### config.mk
export PLATFORM = sky130hd
export DESIGN_NAME = kmmt_cell
export DESIGN_NICKNAME = d
export VERILOG_FILES = /design/src/hw/rtl/kmmt_pkg.sv /design/src/hw/rtl/kmmt_cell.sv
export SDC_FILE = /design/constraint.sdc
export NUM_CORES = 1
export LEC_CHECK = 0
export ABC_AREA = 1
export BUFFER_PORTS_ARGS = -buffer_cell sky130_fd_sc_hd__buf_4
export CORE_ASPECT_RATIO = 1.5
export CORE_MARGIN = 2
export CORE_UTILIZATION = 45
export DETAILED_ROUTE_END_ITERATION = 16
export GPL_TIMING_DRIVEN = 0
export HOLD_SLACK_MARGIN = 0.15
export PLACE_DENSITY = 0.7
export SYNTH_ARGS = -nofsm -noshare
export SYNTH_HDL_FRONTEND = slang
export SYNTH_SLANG_ARGS = --single-unit
### constraint.sdc
create_clock -name clk -period 4.1 [get_ports clk]
set_input_delay 0.205 -clock clk [delete_from_list [all_inputs] [get_ports clk]]
set_output_delay 0.205 -clock clk [all_outputs]
set_load 0.1 [all_outputs]
### src/hw/rtl/kmmt_pkg.sv
package kmmt_pkg;

    localparam int DATA_W      = 32;
    localparam int ENTRIES_DEF = 64;
    localparam int RECORDS_W   = 7;

    typedef enum logic [2:0]
    {
        ST_IDLE,
        ST_MATCH,
        ST_LAUNCH,
        ST_RUN,
        ST_DONE
    } state_t;

    // Sweep token handed from cell to cell; the count travels beside it
    // because its width follows the table depth.
    typedef struct packed
    {
        logic              valid;
        logic              claim;   // free slot still wanted by a new key
        logic              any;     // a valid slot was seen so far
        logic [DATA_W-1:0] hi;
        logic [DATA_W-1:0] lo;
    } wave_t;

endpackage

### src/hw/rtl/kmmt_cell.sv
module kmmt_cell #(
    parameter int CNT_W = 7
) (
    input  logic                        clk,
    input  logic                        rst_n,
    input  logic                        cmp,
    input  logic [kmmt_pkg::DATA_W-1:0] ts,
    input  logic [kmmt_pkg::DATA_W-1:0] price,
    input  kmmt_pkg::wave_t             wave_in,
    input  logic [CNT_W-1:0]            cnt_in,
    output kmmt_pkg::wave_t             wave_out,
    output logic [CNT_W-1:0]            cnt_out,
    output logic                        hit
);
    import kmmt_pkg::*;

    logic [DATA_W-1:0] key_reg;
    logic [DATA_W-1:0] value_reg;
    logic              valid_reg;
    logic              hit_reg;
    wave_t             wave_reg;
    logic [CNT_W-1:0]  cnt_reg;

    logic              take;
    logic              upd;
    logic              cur_valid;
    logic [DATA_W-1:0] cur_val;
    wave_t             wave_next;
    logic [CNT_W-1:0]  cnt_next;

    // take: a new key lands here; upd: this slot holds the key already
    assign take      = wave_in.valid & wave_in.claim & ~valid_reg;
    assign upd       = wave_in.valid & hit_reg;
    assign cur_valid = valid_reg | take;
    assign cur_val   = (take | upd) ? price : value_reg;

    always_comb
    begin
        wave_next       = wave_in;
        wave_next.claim = wave_in.claim & ~take;
        wave_next.any   = wave_in.any | cur_valid;
        cnt_next        = cnt_in;
        if (cur_valid)
        begin
            cnt_next = cnt_in + CNT_W'(1);
            if (!wave_in.any)
            begin
                wave_next.hi = cur_val;
                wave_next.lo = cur_val;
            end
            else
            begin
                if (cur_val > wave_in.hi)
                begin
                    wave_next.hi = cur_val;
                end
                if (cur_val < wave_in.lo)
                begin
                    wave_next.lo = cur_val;
                end
            end
        end
    end

    always_ff @(posedge clk or negedge rst_n)
    begin
        if (!rst_n)
        begin
            valid_reg <= 1'b0;
            hit_reg   <= 1'b0;
            wave_reg  <= '0;
            cnt_reg   <= '0;
        end
        else
        begin
            if (cmp)
            begin
                hit_reg <= valid_reg && (key_reg == ts);
            end
            valid_reg      <= cur_valid;
            wave_reg.valid <= wave_in.valid;
            if (wave_in.valid)
            begin
                wave_reg.claim <= wave_next.claim;
                wave_reg.any   <= wave_next.any;
                wave_reg.hi    <= wave_next.hi;
                wave_reg.lo    <= wave_next.lo;
                cnt_reg        <= cnt_next;
            end
        end
    end

    always_ff @(posedge clk)
    begin
        if (take)
        begin
            key_reg <= ts;
        end
        if (take | upd)
        begin
            value_reg <= price;
        end
    end

    assign wave_out = wave_reg;
    assign cnt_out  = cnt_reg;
    assign hit      = hit_reg;

endmodule

==> flow_summary.rst <==
.. list-table::
   :header-rows: 1

   * - Metric
     - Value
   * - Final critical-path setup slack
     - ~0.28 ns
   * - Max-cap violations
     - 0
   * - Quantity of I/O buffers inserted on ports
     - between 200 and 250
   * - Slack of the worst reg-to-reg path
     - ~0.39 ns
   * - Sinks on Clock Net
     - 140
   * - Antenna violations before repair
     - 1
   * - Depth of the worst register-to-register path
     - 18
   * - RSZ-0062 raised after global routing
     - false
   * - Wire length of the first global-routing pass
     - 39000 um
   * - Number of flip-flops under the largest register name
     - 67
   * - Launch point of the worst hold path
     - wave_in[59]
   * - Final count of pins violating max slew
     - 0
   * - Clock Root Buffer
     - sky130_fd_sc_hd__clkbuf_16
   * - Highest clock frequency the design can meet
     - about 0.26 GHz
   * - Global-route track usage on met1
     - between 30% and 40%
   * - DRC violation count after routing
     - 0
   * - Met3 GRT Util
     - 3.54%
   * - Post-synthesis sequential area ratio
     - around 45%
   * - Master of the slowest instance on the critical path
     - sky130_fd_sc_hd__dlygate4sd3_1
   * - Die Ht
     - 165 um
   * - Final setup fails
     - 0
   * - Full die area
     - about 18000 um^2
   * - Avg Vias per Cell
     - around 5
   * - Yosys Warn Count
     - 0
   * - Portion of the clock cycle consumed by the worst path in the final layout
     - between 90 and 100%
   * - Final-layout setup total negative slack
     - 0 ns
   * - Total power after layout
     - 5.23 mW
   * - Clock buffer depth
     - 2
   * - Initial core utilization
     - between 40% and 50%
   * - Endpoint of the most critical setup path
     - wave_out[45]
   * - Share of synthesized registers carrying an async set or reset
     - between 50% and 60%
   * - Start point of the critical path
     - wave_in[66]
   * - Launch instance of the worst register-to-register path
     - valid_reg
   * - Post-detail-place hpwl
     - ~17000 um
   * - List of most frequent post-synthesis cells
     - 283 x sky130_fd_sc_hd__nand2_1, 140 x sky130_fd_sc_hd__inv_1, 76 x sky130_fd_sc_hd__dfrtp_1, 76 x sky130_fd_sc_hd__nand3_1, 64 x sky130_fd_sc_hd__ha_1
   * - Clock latency on the worst-skew pair
     - 0.43 ns
   * - Cell type with the highest aggregate area in the netlist
     - sky130_fd_sc_hd__dfrtp_1
   * - Yosys reg bits
     - 140
   * - Via count of the routed design
     - 7592
   * - Count of H-tree levels built during CTS
     - 4
   * - Overall routing resource usage
     - 26.9%
   * - Type of the tightest min-delay check
     - in -> reg
   * - Delay of the slowest cell on the worst path
     - between 0.5 and 0.6 ns
   * - Mean Syn Cell Area
     - between 7 and 8 um^2
   * - Worst setup SP type
     - primary input
   * - Horizontal extent of the die
     - about 110 um
   * - Status
     - complete, no violations
   * - CTS tree
     - built
   * - Largest net degree at the start of global routing
     - 77
   * - Final weighted congestion in routability-driven placement
     - ~0.85
   * - Share of the synthesized area in the top cell type
     - between 20% and 30%
   * - Endpoint arrival time on the critical path
     - slightly above 4 ns
   * - Final critical path time including I/O delays and setup
     - around 3.8 ns
   * - Worst max-slew margin expressed relative to the limit
     - roughly 17%
   * - Nets in the synthesized netlist
     - roughly 1.2k
   * - Worst path cell trace
     - dlygate4sd3_1 -> buf_4 -> buf_6 -> nand3_4 -> nand2_4 -> clkbuf_1 -> o21ai_0 -> ha_1 -> nand2_1 -> nor2_1 -> nand4_1 -> nor4_2 -> nand3_1 -> nand2_1 -> nand2_1 -> nand2_2 -> buf_2 -> nand2_1 -> nand2_1 -> o21ai_1
   * - Detailed-routing iteration count for the pre-antenna-repair pass
     - 5
   * - Layout Skew
     - approximately 0.013 ns
   * - Leakage power total
     - between 5 and 6 nW
   * - Cell with the most instances after synthesis
     - sky130_fd_sc_hd__nand2_1
   * - Critical path peak fanout
     - 10
   * - Post-Syn Area
     - slightly below 8000 um^2
   * - Category of the critical setup timing path
     - in -> reg
   * - Number of nets with antenna violations after routing
     - 0
   * - Num CTS Buffers
     - 17
   * - Cell variety after synth
     - 35
   * - Avg WL per Cell
     - approximately 16 um
   * - Total Nets Final
     - 1514
   * - Synth area leaders
     - sky130_fd_sc_hd__dfrtp_1 24%, sky130_fd_sc_hd__nand2_1 14%, sky130_fd_sc_hd__edfxtp_1 12%, sky130_fd_sc_hd__ha_1 10%, sky130_fd_sc_hd__dfxtp_1 8.2%
   * - Most Used Layer, Global Route
     - met2
   * - Actual slew at the worst max-slew pin
     - roughly 1.2 ns
   * - Crit path capture type
     - register
   * - Peak ir drop on the vdd network
     - ~0.00030 V
   * - Ports
     - 216
   * - Area growth syn-to-layout
     - 45.0%
   * - Worst path most repeated cell
     - sky130_fd_sc_hd__nand2_1
   * - Data required time of the critical path
     - around 4.4 ns
   * - Iter 0 DRT Violations
     - ~400
   * - Number of synthesized flops with an enable pin
     - 32
   * - Number of rows created at floorplan
     - between 50 and 60
   * - Pre-CTS setup slack
     - between 0.2 and 0.3 ns
   * - Via count of the first global-routing pass
     - ~7.7k
   * - Routed Wire Length
     - about 25000 um
   * - Leading register cell type out of synthesis
     - sky130_fd_sc_hd__dfrtp_1
   * - Placeable core region
     - 16800 um^2
   * - Power per Cell Area
     - roughly 460 nW/um^2
   * - Number of cells produced by synthesis
     - a little under 1k
   * - Total count of hold-check failures in the final report
     - 0
   * - Worst flop-to-flop path endpoint
     - wave_out[45]
   * - Fill cell instance count of the final layout
     - 1378
   * - Proportion of layout cells with a drive suffix above 1
     - 20.6%
   * - Reg clk slew, reported paths
     - roughly 0.070 ns
   * - Total grt overflow
     - 0
   * - GR met2 Demand/Resource
     - about half
==> area by class of cell <==
cell class / count / area, um^2 / area share [%]
Antenna cell: 1 / 2.50 / 0.0222
Buffer: 38 / 184 / 1.63
Clock buffer: 17 / 425 / 3.77
Clock inverter: 15 / 225 / 1.99
Inverter: 142 / 533 / 4.72
Multi-Input combinational cell: 658 / 3570 / 31.6
Sequential cell: 140 / 3500 / 31.0
Tap cell: 210 / 263 / 2.33
Timing Repair Buffer: 312 / 2580 / 22.9
==> logic make-up (layout without fill, tap and decap cells) <==
logic type / Yosys count / in the layout / synth area share (%)
buf+inv: 180 / 524 / 9.21
simple gates: 439 / 439 / 23.8
other cells: 0 / 1 / 0
fa+ha+maj: 64 / 64 / 10.3
compound gates: 124 / 124 / 8.27
xor+xnor: 31 / 31 / 3.49
flops: 140 / 140 / 45.0
==> worst min-delay path by stage <==
stage                         to  depth (start not counted)  slack [ns]
CTS                 wave_out[33]                          5        0.15
floorplan             cnt_out[0]                          0       -0.09
global placement    wave_out[66]                          1        0.34
detailed placement  wave_out[66]                          1        0.34
global route        wave_out[33]                          5        0.18
finish              wave_out[59]                          5        0.15
==> critical path: cells and delay by family <==
kind | cells | cell delay (ns)
and+or+nand+nor | 12 | 1.65
buffers and inverters | 5 | 1.50
AOI/OAI and AO/OA | 2 | 0.40
adders and majority gates | 1 | 0.39
==> per-layer routing <==
layer  share of wire [%]  up-vias
li1                    -     3808
met1                  40     3508
met2                  52      223
met3                 4.1       53
met4                 3.6        0
met5                   0        -
==> metrics by stage <==
step | std cells | hold WS, ns | util, % | cell area (um^2)
floorplan | 978 | -0.0906 | - | 7790
global placement | 1403 | 0.343 | 57.4 | 9660
detailed placement | 1403 | 0.344 | 57.4 | 9660
CTS | 1532 | 0.151 | 67.0 | 11300
global route | 1533 | 0.178 | 67.1 | 11300
finish | 1533 | 0.153 | 67.1 | 11300
==> power by group <==
group	internal, mW	switching (mW)	total [mW]
clock network	0.995	0.701	1.70
registers	1.57	0.0766	1.65
logic	0.525	1.37	1.89
total	3.09	2.14	5.23
==> cell usage in the layout, fill, tap and decap left out, types with 5 or more instances in the layout <==
cell | Yosys | layout
sky130_fd_sc_hd__dfrtp_1 | 76 | 76
sky130_fd_sc_hd__buf_4 | 0 | 215
sky130_fd_sc_hd__nand2_1 | 283 | 283
sky130_fd_sc_hd__o21ai_0 | 43 | 43
sky130_fd_sc_hd__dlygate4sd3_1 | 0 | 97
sky130_fd_sc_hd__ha_1 | 64 | 64
sky130_fd_sc_hd__inv_1 | 140 | 140
sky130_fd_sc_hd__buf_1 | 5 | 5
sky130_fd_sc_hd__buf_2 | 9 | 9
sky130_fd_sc_hd__a21oi_1 | 39 | 39
sky130_fd_sc_hd__dfxtp_1 | 32 | 32
sky130_fd_sc_hd__nand4_1 | 8 | 8
sky130_fd_sc_hd__clkbuf_16 | 0 | 17
sky130_fd_sc_hd__edfxtp_1 | 32 | 32
sky130_fd_sc_hd__nor2_1 | 47 | 47
sky130_fd_sc_hd__xor2_1 | 22 | 22
sky130_fd_sc_hd__xnor2_1 | 9 | 9
sky130_fd_sc_hd__nand3_1 | 76 | 76
sky130_fd_sc_hd__o21ai_1 | 33 | 33
sky130_fd_sc_hd__clkbuf_1 | 20 | 20
sky130_fd_sc_hd__nor4_1 | 7 | 6
==> what timing repair did <==
item,CTS,global route
setup buffers,0,0
endpoints found under the setup margin,0,31
hold endpoints to repair,171,0
gates resized for setup,0,1
hold buffers,97,0
Power figures use the tool's default switching activity.
